`src/rtl/core/four_tap_gfsr_generator_unit_assert.svh`:
```
// Assertion macros for the four-tap GFSR generator.
// Included by the modules that carry concurrent assertions.
`ifndef FOUR_TAP_GFSR_GENERATOR_UNIT_ASSERT_SVH
`define FOUR_TAP_GFSR_GENERATOR_UNIT_ASSERT_SVH

// Same-cycle implication, disabled during reset.
`define GFSR_ASSERT_NOW(lbl, clk, rstn, ante, cons, msg) \
	lbl: assert property (@(posedge clk) disable iff (!rstn) (ante) |-> (cons)) else $error(msg);

// Next-cycle implication, disabled during reset.
`define GFSR_ASSERT_NEXT(lbl, clk, rstn, ante, cons, msg) \
	lbl: assert property (@(posedge clk) disable iff (!rstn) (ante) |=> (cons)) else $error(msg);

`endif

```
`src/rtl/core/gfsr_pkg.sv`:
```
// Shared constants, types and ring arithmetic for the four-tap GFSR generator.
// No dependencies.
`timescale 1ns / 1ps

package gfsr_pkg;

	localparam int RING_DEPTH = 521;
	localparam int WORD_BITS  = 32;
	localparam int ADDR_BITS  = $clog2(RING_DEPTH);
	localparam int BIT_BITS   = $clog2(WORD_BITS);
	localparam int TAP_A      = 86;
	localparam int TAP_B      = 197;
	localparam int TAP_C      = 447;
	localparam logic [31:0] LCG_MUL = 32'd1664525;

	// Command codes carried on the input stream.
	localparam logic ACT_SEED = 1'b0;
	localparam logic ACT_DRAW = 1'b1;

	typedef logic [ADDR_BITS-1:0] addr_t;
	typedef logic [WORD_BITS-1:0] word_t;

	// Memory write request from the seeding engine.
	typedef struct packed {
		logic  wr_en;
		addr_t wr_addr;
		word_t wr_data;
		logic  busy;
		logic  done;
	} seed_wr_t;

	// Position plus a tap offset, wrapped around the ring.
	function automatic addr_t ring_add(input addr_t base, input int off);
		logic [ADDR_BITS:0] sum;
		sum = {1'b0, base} + (ADDR_BITS+1)'(off);
		if (sum >= (ADDR_BITS+1)'(RING_DEPTH)) begin
			sum = sum - (ADDR_BITS+1)'(RING_DEPTH);
		end
		return sum[ADDR_BITS-1:0];
	endfunction

endpackage

```
`src/rtl/core/gfsr_seeder.sv`:
```
// Seeding engine: LCG bit fill, then bitwise word build through a tapped shift ring.
// Depends on gfsr_pkg.
`timescale 1ns / 1ps

module gfsr_seeder
	import gfsr_pkg::*;
(
	input  logic        clk,
	input  logic        arst_n,
	input  logic        start,
	input  logic [31:0] seed,
	output seed_wr_t    wr
);

	typedef enum logic [1:0] {SD_IDLE, SD_LOAD, SD_BUILD} sd_state_t;

	sd_state_t              state_q;
	logic [31:0]            lcg_q;
	logic [RING_DEPTH-1:0]  ring_q;
	addr_t                  cnt_q;
	logic [BIT_BITS-1:0]    bit_q;
	word_t                  acc_q;
	logic                   wr_en_q;
	word_t                  wr_data_q;
	addr_t                  wr_addr_q;
	logic                   done_q;
	logic                   fb;
	logic [31:0]            prod;

	// Bit ring feedback from the fixed taps.
	assign fb   = ring_q[0] ^ ring_q[TAP_A] ^ ring_q[TAP_B] ^ ring_q[TAP_C];
	// Only the low 32 bits of the LCG product are kept.
	assign prod = lcg_q * LCG_MUL;

	// Sequencer, shift ring and write request registers.
	always_ff @(posedge clk or negedge arst_n) begin
		if (!arst_n) begin
			state_q <= SD_IDLE;
			cnt_q   <= '0;
			bit_q   <= '0;
			wr_en_q <= 1'b0;
			done_q  <= 1'b0;
		end else begin
			wr_en_q <= 1'b0;
			done_q  <= 1'b0;
			unique case (state_q)
				SD_IDLE: begin
					if (start) begin
						lcg_q   <= seed;
						cnt_q   <= '0;
						state_q <= SD_LOAD;
					end
				end
				SD_LOAD: begin
					ring_q <= {lcg_q[31], ring_q[RING_DEPTH-1:1]};
					lcg_q  <= prod + 32'd1;
					if (cnt_q == addr_t'(RING_DEPTH - 1)) begin
						cnt_q   <= '0;
						bit_q   <= '0;
						state_q <= SD_BUILD;
					end else begin
						cnt_q <= cnt_q + addr_t'(1);
					end
				end
				SD_BUILD: begin
					ring_q <= {fb, ring_q[RING_DEPTH-1:1]};
					acc_q  <= {acc_q[WORD_BITS-2:0], ring_q[0]};
					bit_q  <= bit_q + BIT_BITS'(1);
					if (bit_q == BIT_BITS'(WORD_BITS - 1)) begin
						wr_en_q   <= 1'b1;
						wr_addr_q <= cnt_q;
						wr_data_q <= {acc_q[WORD_BITS-2:0], ring_q[0]};
						if (cnt_q == addr_t'(RING_DEPTH - 1)) begin
							done_q  <= 1'b1;
							state_q <= SD_IDLE;
						end else begin
							cnt_q <= cnt_q + addr_t'(1);
						end
					end
				end
				default: state_q <= SD_IDLE;
			endcase
		end
	end

	assign wr.wr_en   = wr_en_q;
	assign wr.wr_addr = wr_addr_q;
	assign wr.wr_data = wr_data_q;
	assign wr.busy    = (state_q != SD_IDLE) || wr_en_q;
	assign wr.done    = done_q;

endmodule

```
`config.mk`:
```
export PLATFORM = sky130hd
export DESIGN_NAME = gfsr_seeder
export DESIGN_NICKNAME = d
export VERILOG_FILES = /design/src/rtl/core/four_tap_gfsr_generator_unit_assert.svh /design/src/rtl/core/gfsr_pkg.sv /design/src/rtl/core/gfsr_seeder.sv
export SDC_FILE = /design/constraint.sdc
export NUM_CORES = 1
export LEC_CHECK = 0
export ABC_CLOCK_PERIOD_IN_PS = 16149
export BUFFER_PORTS_ARGS = -buffer_cell sky130_fd_sc_hd__buf_2
export CAP_MARGIN = 5
export CORE_MARGIN = 5
export CORE_UTILIZATION = 50
export DETAILED_ROUTE_END_ITERATION = 12
export HOLD_SLACK_MARGIN = 0.03
export PLACE_DENSITY = 0.72
export SYNTH_ARGS = -nofsm -noshare
export SYNTH_HDL_FRONTEND = slang
export SYNTH_SLANG_ARGS = --single-unit
```
`constraint.sdc`:
```
create_clock -name clk -period 16.15 [get_ports clk]
set_input_delay 0.8075 -clock clk [delete_from_list [all_inputs] [get_ports clk]]
set_output_delay 0.8075 -clock clk [all_outputs]
set_load 0.1 [all_outputs]
```
======== Word-level counts from Yosys, hierarchy flattened ========
Cells that the tools add are included.
word-level totals
  flip-flop bits (word level) ............. 645
  output and inout bits ................... 45
  logic and storage cells ................. 59
operators by class
  add/subtract/negate cells ............... 3
  $mul .................................... 1
  eq/ne operators ......................... 9
  mux-type cells .......................... 20
  bitwise gates (word level) .............. 3
  reductions and logical operators ........ 13
operators by type and width
  cell                    number
  $pmux 521 s2            1
  $pmux 32 s2             1
  $mux 10                 4
  $add 32x1->32 const B   1
  $mul 32x21->32 const B  1
  $mux 32                 1
  $pmux 10 s3             1
  $add 10x1->10 const B   1
  $eq 10x10->1 const B    1
  $ne 2x2->1 const B      5
  $pmux 5 s2              1
  $mux 2                  4
  $reduce_and 4->1        2
  $pmux 2 s3              1
  $reduce_and 2->1        3
  $reduce_and 3->1        2
  $reduce_bool 2->1       3
  $add 5x1->5 const B     1
  $eq 5x5->1 const B      1
  $mux 1                  5
  $mux 5                  1
  $reduce_bool 3->1       1
  $xor 1x1->1             3
  $eq 2x1->1 const B      1
  3 further kinds         3

======== Depth between registers and ports, before layout ========
Gate-level depths: netlist of the first run.
  word-level depth ........................ 4
  depth in mapped cells ................... 21

======== Least setup slack after synthesis of the first run ========
No wires, ideal clock.
  path kind ............................... reg-to-reg
  start ................................... register state_q[0]
  end ..................................... register ring_q[0], enable pin
  library setup time ...................... 0.952 ns
  arrival ................................. 12.483 ns
  data required time ...................... 15.198 ns
  slack ................................... 2.715 ns
  stages on the path, launching flop included .. 4
  buffers on the path ..................... 0
  clock period less this slack ............ 13.435 ns
  cells stage by stage .................... dfrtp_1 -> inv_1 -> ha_1 -> and2_1
between the ends
  word-level cells in the longest chain between the ends .. 3
  elaborated cells on any way between the ends .. 4
  classes of those cells .................. eq/ne: 2; reduce/logical: 2
ends and longest elaborated chain
  item                                             RTL line           text
  from (decl)                                      gfsr_seeder.sv:17  sd_state_t state_q;
  from (signal assigned)                           gfsr_seeder.sv:38  state_q <= SD_IDLE;
  from (signal assigned)                           gfsr_seeder.sv:51  state_q <= SD_LOAD;
  from (signal assigned)                           gfsr_seeder.sv:60  state_q <= SD_BUILD;
  $eq 2x2->1 / $eq 2x1->1 (equally long branches)  gfsr_seeder.sv:46  unique case (state_q)
  $reduce_bool 2->1 (no source line) (*)           n/a
  $reduce_and 2->1 (no source line) (*)            n/a
  to (signal assigned)                             gfsr_seeder.sv:55  ring_q <= {lcg_q[31], ring_q[RING_DEPTH-1:1]};
  to (signal assigned)                             gfsr_seeder.sv:66  ring_q <= {fb, ring_q[RING_DEPTH-1:1]};
  to (decl)                                        gfsr_seeder.sv:19  logic [RING_DEPTH-1:0] ring_q;
Every way passes the cells marked *; elsewhere a longest branch is shown, timed or not.
A chain may end at the register's enable or synchronous reset.

======== Worst setup path in the final report of the first run ========
  start ................................... register lcg_q[0]
  end ..................................... register lcg_q[28], data pin
between the ends
  word-level cells in the longest chain between the ends .. 3
ends and longest elaborated chain
  item                    RTL line           text
  from (decl)             gfsr_seeder.sv:18  logic [31:0] lcg_q;
  from (signal assigned)  gfsr_seeder.sv:56  lcg_q <= prod + 32'd1;
  $mul 32x21->32          gfsr_seeder.sv:33  assign prod = lcg_q * LCG_MUL;
  $add 32x1->32           gfsr_seeder.sv:56
  $pmux 32 s2             gfsr_seeder.sv:46
Every way passes these cells.

==> results.md, run 1 <==
- Outcome: complete, no violations
- Wire length per cell: 18.0 µm
- Fraction of synthesis flops using an asynchronous set or reset pin: 0.0295
- Actual transition at the worst max-transition pin: 1.16 ns
- HP Class: input port to async pin
- Synthesis-to-layout area growth: 11.8%
- Unrepaired setup endpoints after global routing: false
- Final count of hold timing violations: 0
- Flip-flop and latch area: 19,300 µm²
- Final-layout setup total negative slack: 0 ns
- Synthesized instance count: 1,534
- Total length of routed wires: 43,400 µm
- Critical Path Fanout Max: 9
- Max H-tree Level: 2
- Root buffer selected by CTS: clkbuf_16
- Number of port buffers: 79
- Share of layout cells above drive strength 1: 0.129
- Pre-CTS WS: 9.59 ns
- Count of flip-flops with a built-in enable after synthesis: 626
- Max Cap Violations: 0
- Register-to-register setup slack: 9.51 ns
- Number of gates resized after cts: 0
- Number of DRC markers in iteration 0: 835
- Cell count of the worst reg-to-reg path: 21
- Post-synthesis cell area: 27,200 µm²
- Via count of the first global-routing pass: 12,808
- Crit share post-route: 0.411
- Post-route cell area: 30,400 µm²
- Total count of max-transition violations in the final report: 0
- Number of synthesized register bits: 645
- Number of I/O pins: 80
- Global route total overflow: 0
- Final weighted congestion in routability-driven placement: 0.926
- CTS tree: done
- Total global routing track utilization: 0.149
- Setup-violating endpoint count in the final report: 0
- Reg-to-reg critical path endpoint: lcg_q[28]
- Pre-antenna DRT Iters: 5
- HPWL after detailed placement: 28,600 µm
- Height of the die: 243 µm
- Core Box Area: 53,900 µm²
- Initial antenna violation count: 0
- Final #Nets: 2,007
- Final-layout fill cell count: 4,072
- DRC viols: 0
- Number of buffers on the longest clock path: 3
- Number of setup buffers added after CTS: 0
- Wire length of the first global-routing pass: 70,300 µm
- Sequential share of the synthesized area: 0.708
- Final antenna diode count: 0
- Achievable frequency: 0.151 GHz
- Per-cell via count in the routed design: 5.04
- Via Count: 12,172
- Number of buffers added by the clock tree synthesis step: 61
- Most frequent cells in the layout: 626 x edfxtp_1, 263 x inv_1, 170 x ha_1, 131 x fa_1, 79 x buf_2
- Cell area after placement: 28,500 µm²
- Category of the critical setup timing path: flop to flop
- Effective utilization at floorplan: 0.505
- Final core occ: 0.565
- Critical Path RT: 16.48 ns
- Headroom to the max-slew limit: 0.228
- Area occupied by multi-input gates: 6900 µm²
- Final critical delay including setup and external delays: 6.64 ns
- Syn avg cell area: 17.7 µm²
- Number of clock sinks: 645
- Element type at the critical path start: flop
- Insertion delay of the later-clocked pin in the worst-skew pair: 0.62 ns
- Most common cell after layout, fill and taps aside: edfxtp_1
- Standard-cell row count: 85
- Number of nets produced by synthesis: 1,871
- Startpoint of the worst register-to-register path: lcg_q[0]
- Width of the die: 243 µm
- Post-synth cell types: 64
- Antenna-violating nets left: 0
- Final worst setup slack: 9.51 ns
- Clk_skew: 0.0266 ns
- Yosys warns: 0
- Dominant synthesized flop cell: edfxtp_1
- Crit path DAT: 6.98 ns
- Area of the die: 59,200 µm²
- Post-CTS Hold Fix Bufs: 0
- Sort of element at the end of the critical path: flop
- Clk slew on worst S/H paths: 0.06 ns
- Maximum number of pins on one net before global-route repair: 218
[cell families (layout without fill, tap and decap cells)]
group,count (synthesis),in the layout,synth area share
xor+xnor,44,44,0.0142
compound gates,121,121,0.0310
simple gates,123,123,0.0230
buf+inv,275,461,0.0391
fa+ha+maj,302,302,0.175
flops,645,645,0.708
mux,24,24,0.00997
[synth_stat cells, types with 3 or more instances]
cell type | number | area [µm²]
a211oi_1 | 7 | 52.6
a211oi_2 | 5 | 62.6
a21o_1 | 3 | 22.5
a21oi_1 | 25 | 125
a21oi_2 | 3 | 26.3
a31oi_1 | 3 | 18.8
and2_1 | 6 | 37.5
and3_1 | 10 | 62.6
buf_6 | 3 | 33.8
clkbuf_1 | 6 | 22.5
dfrtp_1 | 19 | 475
edfxtp_1 | 626 | 18800
fa_1 | 131 | 2620
ha_1 | 171 | 2140
inv_1 | 263 | 987
mux2_2 | 21 | 236
nand2_1 | 41 | 154
nand2b_1 | 3 | 18.8
nand3_1 | 6 | 30.0
nand4_1 | 4 | 25.0
nor2_1 | 24 | 90.1
nor2b_1 | 3 | 18.8
nor3_1 | 7 | 35.0
o211ai_1 | 5 | 37.5
o21a_1 | 4 | 30.0
o21ai_0 | 35 | 175
o21ai_1 | 3 | 15.0
o21bai_1 | 5 | 37.5
or3_1 | 5 | 31.3
xnor2_1 | 36 | 315
xor2_1 | 8 | 70.1
[worst max-delay path, stage by stage (launching register included)]
cell	delay (ns)
edfxtp_1	0.60
ha_1	0.34
xor2_1	0.40
ha_1	0.32
inv_1	0.07
fa_1	0.42
inv_1	0.08
fa_1	0.43
fa_1	0.48
fa_1	0.55
inv_1	0.05
fa_1	0.57
inv_1	0.06
ha_1	0.36
and4_4	0.25
and4_1	0.21
a221o_1	0.36
nor2_1	0.14
a21oi_2	0.10
o21ai_0	0.21
mux2i_1	0.22
o221ai_1	0.12
[sequential cells by signal, indices dropped and copies added (netlist names)]
name       count
bit_q          5
done_q         1
wr_data_q     32
ring_q       521
state_q        2
cnt_q         10
wr_addr_q     10
lcg_q         32
wr_en_q        1
acc_q         31
[routing by layer]
metal / up-vias / GRT usage / wire length, µm
met5: - / 0 / 0
li1: 5718 / - / -
met1: 6137 / 0.225 / 21300
met3: 75 / 0.0297 / 1870
met4: 0 / 0.0442 / 1090
met2: 242 / 0.222 / 19100
[how the worst max path moves through the flow]
stage	startpoint	cells past startpoint	to	slack, ns
floorplan	state_q[0]	3	ring_q[0]	2.71
global placement	lcg_q[0]	21	lcg_q[28]	9.67
global route	lcg_q[0]	21	lcg_q[28]	9.21
CTS	lcg_q[0]	21	lcg_q[28]	9.54
finish	lcg_q[0]	21	lcg_q[28]	9.51
detailed placement	lcg_q[0]	21	lcg_q[28]	9.59
[cell type report]
| class | instances | share of cell area |
|---|---|---|
| flip-flops and latches | 645 | 0.633 |
| multi-input cells | 614 | 0.227 |
| clock buffers | 69 | 0.0511 |
| inverters | 263 | 0.0324 |
| well taps | 696 | 0.0286 |
| repair buffers | 85 | 0.0149 |
| clock inverters | 44 | 0.0131 |
[metrics by stage]
stage	hold WS, ns	std cells
4_1_cts	0.119	2416
5_1_grt	0.159	2416
3_3_place_gp	0.403	2303
3_5_place_dp	0.405	2303
6_report	0.149	2416
2_1_floorplan	0.400	1534
Power of run 1 is not shown: default switching activity piles up to over one toggle a cycle in this logic, so the estimate is an artifact.
==> inputs of run 2 (changes only) <==
--- a/config.mk
+++ b/config.mk
@@ -5,7 +5,7 @@
 export SDC_FILE = /design/constraint.sdc
 export NUM_CORES = 1
 export LEC_CHECK = 0
-export ABC_CLOCK_PERIOD_IN_PS = 16149
+export ABC_CLOCK_PERIOD_IN_PS = 6830
 export BUFFER_PORTS_ARGS = -buffer_cell sky130_fd_sc_hd__buf_2
 export CAP_MARGIN = 5
 export CORE_MARGIN = 5
==> constraint.sdc (replaced) <==
create_clock -name clk -period 6.83 [get_ports clk]
set_input_delay 0.3415 -clock clk [delete_from_list [all_inputs] [get_ports clk]]
set_output_delay 0.3415 -clock clk [all_outputs]
set_load 0.1 [all_outputs]
==> results.md, run 2 (synthesized netlist as in run 1, its figures left out) <==
- Total count of max-transition violations in the final report: 0 (unchanged)
- Crit path DAT: 6.83 ns (was 6.98 ns)
- Area of the die: 59,200 µm² (unchanged)
- Element type at the critical path start: flop (unchanged)
- Number of setup buffers added after CTS: 0 (unchanged)
- Max Cap Violations: 0 (unchanged)
- Area occupied by multi-input gates: 6900 µm² (unchanged)
- Final-layout fill cell count: 4,011 (was 4,072)
- Via count of the first global-routing pass: 12,891 (was 12,808)
- Per-cell via count in the routed design: 5.03 (was 5.04)
- Global route total overflow: 0 (unchanged)
- Width of the die: 243 µm (unchanged)
- Launch point of the worst path: lcg_q[0] (unchanged)
- Final critical delay including setup and external delays: 6.49 ns (was 6.64 ns)
- Achievable frequency: 0.154 GHz (was 0.151 GHz)
- Pre-antenna DRT Iters: 4 (was 5)
- Most frequent cells in the layout: 626 x edfxtp_1, 263 x inv_1, 170 x ha_1, 131 x fa_1, 79 x buf_2 (unchanged)
- Most common cell after layout, fill and taps aside: edfxtp_1 (unchanged)
- CTS tree: done (unchanged)
- Number of clock sinks: 645 (unchanged)
- Clk slew on worst S/H paths: 0.06 ns (about the same)
- Startpoint of the worst register-to-register path: lcg_q[0] (unchanged)
- Critical Path Fanout Max: 9 (unchanged)
- Initial antenna violation count: 0 (unchanged)
- Max H-tree Level: 2 (unchanged)
- Total length of routed wires: 44,500 µm (was 43,400 µm)
- HPWL after detailed placement: 28,800 µm (was 28,600 µm)
- Most common cell type on the critical path: fa_1 (unchanged)
- Flip-flop and latch area: 19,300 µm² (unchanged)
- Number of buffers on the longest clock path: 3 (unchanged)
- Height of the die: 243 µm (unchanged)
- Final antenna diode count: 0 (unchanged)
- Category of the critical setup timing path: flop to flop (unchanged)
- Sort of element at the end of the critical path: flop (unchanged)
- Final-layout setup total negative slack: 0 ns (unchanged)
- Cell Chain, Critical Path: ha_1 > xor2_1 > ha_1 > inv_1 > fa_1 > inv_1 > fa_1 > fa_1 > fa_1 > inv_1 > fa_1 > inv_1 > ha_1 > and4_4 > and4_1 > a221o_1 > nor2_1 > a21oi_2 > o21ai_0 > mux2i_1 > o221ai_1 (unchanged)
- Antenna-violating nets left: 0 (unchanged)
- Root buffer selected by CTS: clkbuf_16 (unchanged)
- Number of I/O pins: 80 (unchanged)
- Number of DRC markers in iteration 0: 770 (was 835)
- HP Class: input port to flop (was input port to async pin)
- Cell type group with the largest total delay on the critical path: adder cells (unchanged)
- Unrepaired setup endpoints after global routing: false (unchanged)
- Via Count: 12,302 (was 12,172)
- Wire length of the first global-routing pass: 71,900 µm (was 70,300 µm)
- Worst path max stage delay: 0.57 ns (was 0.60 ns)
- Number of buffers added by the clock tree synthesis step: 61 (unchanged)
- Final count of hold timing violations: 0 (unchanged)
- Maximum number of pins on one net before global-route repair: 216 (was 218)
- Synthesis-to-layout area growth: 13.2% (was 11.8%)
- Critical Path RT: 7.18 ns (was 16.48 ns)
- Final weighted congestion in routability-driven placement: 0.904 (was 0.926)
- Actual transition at the worst max-transition pin: 1.05 ns (was 1.16 ns)
- Total global routing track utilization: 0.153 (was 0.149)
- Number of flip-flops in the largest register: 521 (unchanged)
- Min-delay src: seed[1]
- Registers with the most flip-flops: ring_q (521), lcg_q (32), wr_data_q (32) (unchanged)
- Final #Nets: 2,037 (was 2,007)
- Headroom to the max-slew limit: 0.297 (was 0.228)
- Outcome: complete, no violations (unchanged)
- Wire length per cell: 18.2 µm (was 18.0 µm)
- DRC viols: 0 (unchanged)
- Standard-cell row count: 85 (unchanged)
- Worst path buffer plus inverter count: 4 (unchanged)
- Effective utilization at floorplan: 0.505 (unchanged)
- Number of port buffers: 79 (unchanged)
- Setup-violating endpoint count in the final report: 0 (unchanged)
- Core Box Area: 53,900 µm² (unchanged)
- Number of gates resized after cts: 0 (unchanged)
- Share of layout cells above drive strength 1: 0.133 (was 0.129)
- Largest register by flop count: ring_q (unchanged)
- Insertion delay of the later-clocked pin in the worst-skew pair: 0.63 ns (was 0.62 ns)
- Highest-delay cell along the critical path: edfxtp_1 (unchanged)
- Crit share post-route: 0.950 (was 0.411)
- Clk_skew: 0.0165 ns (was 0.0266 ns)
-- run 2: metrics by stage --
step	utilization	worst slack, ns	hold slack [ns]	std cells	instance area, µm²
floorplan	-	0.957	0.0459	1534	27200
global placement	0.529	0.534	0.333	2306	28500
detailed placement	0.529	0.417	0.339	2306	28500
CTS	0.571	0.379	0.0479	2445	30800
global route	0.571	0.114	0.0683	2445	30800
finish	0.571	0.344	0.105	2445	30800
-- run 2: worst register-to-register path, delay by kind of cell (launching register included) --
| kind | cells | cell delay [ns] |
|---|---|---|
| adders and majority gates | 8 | 3.39 |
| AOI/OAI and AO/OA | 4 | 0.81 |
| and+or+nand+nor | 3 | 0.60 |
| DFF | 1 | 0.57 |
| xor gates and xnor gates | 1 | 0.38 |
| buffers and inverters | 4 | 0.25 |
| muxes | 1 | 0.22 |
-- run 2: cell type report --
cell class | instances | area share
clock buffers | 70 | 0.0506
multi-input cells | 614 | 0.224
repair buffers | 115 | 0.0242
well taps | 696 | 0.0283
clock inverters | 42 | 0.0154
inverters | 263 | 0.0320
flip-flops and latches | 645 | 0.625
-- run 2: final timing paths --
| check | end | slack [ns] | cells past startpoint |
|---|---|---|---|
| worst min-delay path | lcg_q[1] | 0.10 | 2 |
| worst max register to register | lcg_q[28] | 0.34 | 21 |
| worst max-delay path | lcg_q[28] | 0.34 | 21 |
| worst min register to register | ring_q[415] | 0.41 | 0 |
| max in group asynchronous | cnt_q[2] | 6.21 | 2 |
| min in group asynchronous | wr_en_q | 0.26 | 2 |
-- run 2: layer usage --
layer,wire length (µm),global-route usage,up-vias,share of wire
li1,-,-,5781,-
met1,21700,0.231,6196,0.49
met2,19800,0.231,256,0.44
met3,1930,0.0275,69,0.043
met4,1090,0.0457,0,0.024
met5,0,0,-,0
-- run 2: timing repair --
action                                  in CTS  in global routing
hold buffers                                27                  0
endpoints found under the setup margin       0                  0
endpoints found under the hold margin       45                  0
Power of run 2 is left out for the same reason.
==> inputs of run 3 (changes only) <==
--- a/config.mk
+++ b/config.mk
@@ -5,14 +5,14 @@
 export SDC_FILE = /design/constraint.sdc
 export NUM_CORES = 1
 export LEC_CHECK = 0
-export ABC_CLOCK_PERIOD_IN_PS = 6830
+export ABC_CLOCK_PERIOD_IN_PS = 6600
 export BUFFER_PORTS_ARGS = -buffer_cell sky130_fd_sc_hd__buf_2
 export CAP_MARGIN = 5
 export CORE_MARGIN = 5
-export CORE_UTILIZATION = 50
+export CORE_UTILIZATION = 60
 export DETAILED_ROUTE_END_ITERATION = 12
 export HOLD_SLACK_MARGIN = 0.03
-export PLACE_DENSITY = 0.72
+export PLACE_DENSITY = 0.83
 export SYNTH_ARGS = -nofsm -noshare
 export SYNTH_HDL_FRONTEND = slang
 export SYNTH_SLANG_ARGS = --single-unit
==> constraint.sdc (replaced) <==
create_clock -name clk -period 6.6 [get_ports clk]
set_input_delay 0.99 -clock clk [delete_from_list [all_inputs] [get_ports clk]]
set_output_delay 0.99 -clock clk [all_outputs]
set_load 0.1 [all_outputs]
==> results.md, run 3 (synthesized netlist as in run 1, its figures left out) <==
- Highest-delay cell along the critical path: fa_1 (was edfxtp_1)
- Final #Nets: 2,014 (was 2,037)
- Most common cell type on the critical path: fa_1 (unchanged)
- Total count of max-transition violations in the final report: 0 (unchanged)
- Total global routing track utilization: 0.211 (was 0.153)
- Root buffer selected by CTS: clkbuf_16 (unchanged)
- Headroom to the max-slew limit: 0.276 (was 0.297)
- Final antenna diode count: 0 (unchanged)
- Met3 Resource Use GR: 0.0392 (was 0.0275)
- Setup-violating endpoint count in the final report: 0 (unchanged)
- Number of buffers on the longest clock path: 3 (unchanged)
- Post-route cell area: 30,600 µm² (was 30,800 µm²)
- Number of I/O pins: 80 (unchanged)
- Final-layout fill cell count: 2,868 (was 4,011)
- Wire length of the first global-routing pass: 80,100 µm (was 71,900 µm)
- Final core occ: 0.679 (was 0.571)
- Final count of hold timing violations: 0 (unchanged)
- Share of layout cells above drive strength 1: 0.138 (was 0.133)
- Global route total overflow: 0 (unchanged)
- Height of the die: 223 µm (was 243 µm)
- Effective utilization at floorplan: 0.604 (was 0.505)
- Unrepaired setup endpoints after global routing: false (unchanged)
- Final worst setup slack: 0.211 ns (was 0.344 ns)
- Element type at the critical path start: flop (unchanged)
- Critical Path Fanout Max: 6 (was 9)
- Most congested layer reported by global routing: met2 (was met1)
- Initial antenna violation count: 0 (unchanged)
- Most frequent cells in the layout: 626 x edfxtp_1, 263 x inv_1, 170 x ha_1, 131 x fa_1, 79 x buf_2 (unchanged)
- Clk slew on worst S/H paths: 0.06 ns (about the same)
- Via Count: 12,849 (was 12,302)
- Flip-flop and latch area: 19,300 µm² (unchanged)
- Cell Chain, Critical Path: ha_1 > xor2_2 > ha_1 > inv_1 > fa_1 > inv_1 > fa_1 > fa_1 > fa_1 > inv_1 > fa_1 > inv_1 > ha_1 > and4_4 > and4_1 > a221o_1 > nor2_1 > a21oi_2 > o21ai_0 > mux2i_1 > o221ai_1 (was ha_1 > xor2_1 > ha_1 > inv_1 > fa_1 > inv_1 > fa_1 > fa_1 > fa_1 > inv_1 > fa_1 > inv_1 > ha_1 > and4_4 > and4_1 > a221o_1 > nor2_1 > a21oi_2 > o21ai_0 > mux2i_1 > o221ai_1)
- Pre-CTS WS: 0.189 ns (was 0.417 ns)
- Actual transition at the worst max-transition pin: 1.09 ns (was 1.05 ns)
- Worst path max stage delay: 0.54 ns (was 0.57 ns)
- Via count of the first global-routing pass: 13,425 (was 12,891)
- Met2 Usage GRT: 0.348 (was 0.231)
- Max Cap Violations: 0 (unchanged)
- Met1 track utilization from global routing: 0.297 (was 0.231)
- HP Class: input port to async pin (was input port to flop)
- CTS tree: done (unchanged)
- Synthesis-to-layout area growth: 12.4% (was 13.2%)
- Critical Path RT: 6.93 ns (was 7.18 ns)
- Category of the critical setup timing path: flop to flop (unchanged)
- Cell area after placement: 28,400 µm² (was 28,500 µm²)
- Area of the die: 49,700 µm² (was 59,200 µm²)
- Final critical delay including setup and external delays: 6.39 ns (was 6.49 ns)
- Crit path DAT: 6.72 ns (was 6.83 ns)
- Number of buffers added by the clock tree synthesis step: 60 (was 61)
- HPWL after detailed placement: 30,400 µm (was 28,800 µm)
- Registers with the most flip-flops: ring_q (521), lcg_q (32), wr_data_q (32) (unchanged)
- Number of clock sinks: 645 (unchanged)
- Post-CTS Hold Fix Bufs: 0 (was 27)
- Sort of element at the end of the critical path: flop (unchanged)
- Total length of routed wires: 51,900 µm (was 44,500 µm)
- Most common cell after layout, fill and taps aside: edfxtp_1 (unchanged)
- Maximum number of pins on one net before global-route repair: 185 (was 216)
- Number of flip-flops in the largest register: 521 (unchanged)
- Largest register by flop count: ring_q (unchanged)
- Number of DRC markers in iteration 0: 1,303 (was 770)
- Final weighted congestion in routability-driven placement: 0.917 (was 0.904)
- Crit share post-route: 0.968 (was 0.950)
- Outcome: complete, no violations (unchanged)
- Width of the die: 223 µm (was 243 µm)
- Clk_skew: 0.0124 ns (was 0.0165 ns)
- Wire length per cell: 22.3 µm (was 18.2 µm)
- Area occupied by multi-input gates: 6910 µm² (was 6900 µm²)
- Antenna-violating nets left: 0 (unchanged)
- Core Box Area: 45,100 µm² (was 53,900 µm²)
- Max H-tree Level: 2 (unchanged)
- Per-cell via count in the routed design: 5.52 (was 5.03)
- DRC viols: 0 (unchanged)
- Insertion delay of the later-clocked pin in the worst-skew pair: 0.61 ns (was 0.63 ns)
- Pre-antenna DRT Iters: 5 (was 4)
- Final-layout setup total negative slack: 0 ns (unchanged)
- Number of port buffers: 79 (unchanged)
- Standard-cell row count: 78 (was 85)
- Achievable frequency: 0.157 GHz (was 0.154 GHz)
## run 3: worst paths after layout
check | start | endpoint | slack (ns) | cells after the start
setup / recovery | lcg_q[1] | lcg_q[28] | 0.21 | 21
hold / removal | arst_n | bit_q[2] | 0.35 | 1
setup reg to reg | lcg_q[1] | lcg_q[28] | 0.21 | 21
hold reg to reg | ring_q[188] | ring_q[187] | 0.41 | 0
max in group asynchronous | arst_n | cnt_q[5] | 5.90 | 1
min in group clk | ring_q[188] | ring_q[187] | 0.41 | 0
## run 3: per-layer routing
layer | vias up | wire (µm)
met1 | 6527 | 21900
met2 | 494 | 25500
met4 | 0 | 1430
met5 | - | 0
met3 | 95 | 3040
li1 | 5733 | -
## run 3: worst max-delay path: cells and delay by family, from the launching register on
kind / cells / cell delay [ns]
xor+xnor: 1 / 0.19
compound gates: 4 / 0.80
buf+inv: 4 / 0.20
fa+ha+maj: 8 / 3.58
simple gates: 3 / 0.60
flops: 1 / 0.51
mux: 1 / 0.21
## run 3: layout make-up
class / count / share of cell area
flip-flops and latches: 645 / 0.630
multi-input cells: 614 / 0.226
clock buffers: 62 / 0.0493
inverters: 263 / 0.0323
well taps: 600 / 0.0245
clock inverters: 50 / 0.0206
repair buffers: 93 / 0.0176
## run 3: timing repair
item / CTS / global route
endpoints found under the setup margin: 0 / 1
hold endpoints to repair: 0 / 0
setup buffers: 0 / 2
resized for setup: 0 / 1
## run 3: through the flow
stage	hold slack, ns	cells
2_1_floorplan	0.400	1534
3_3_place_gp	0.401	2213
3_5_place_dp	0.405	2213
4_1_cts	0.330	2325
5_1_grt	0.355	2327
6_report	0.348	2327
Power of run 3 is left out for the same reason.
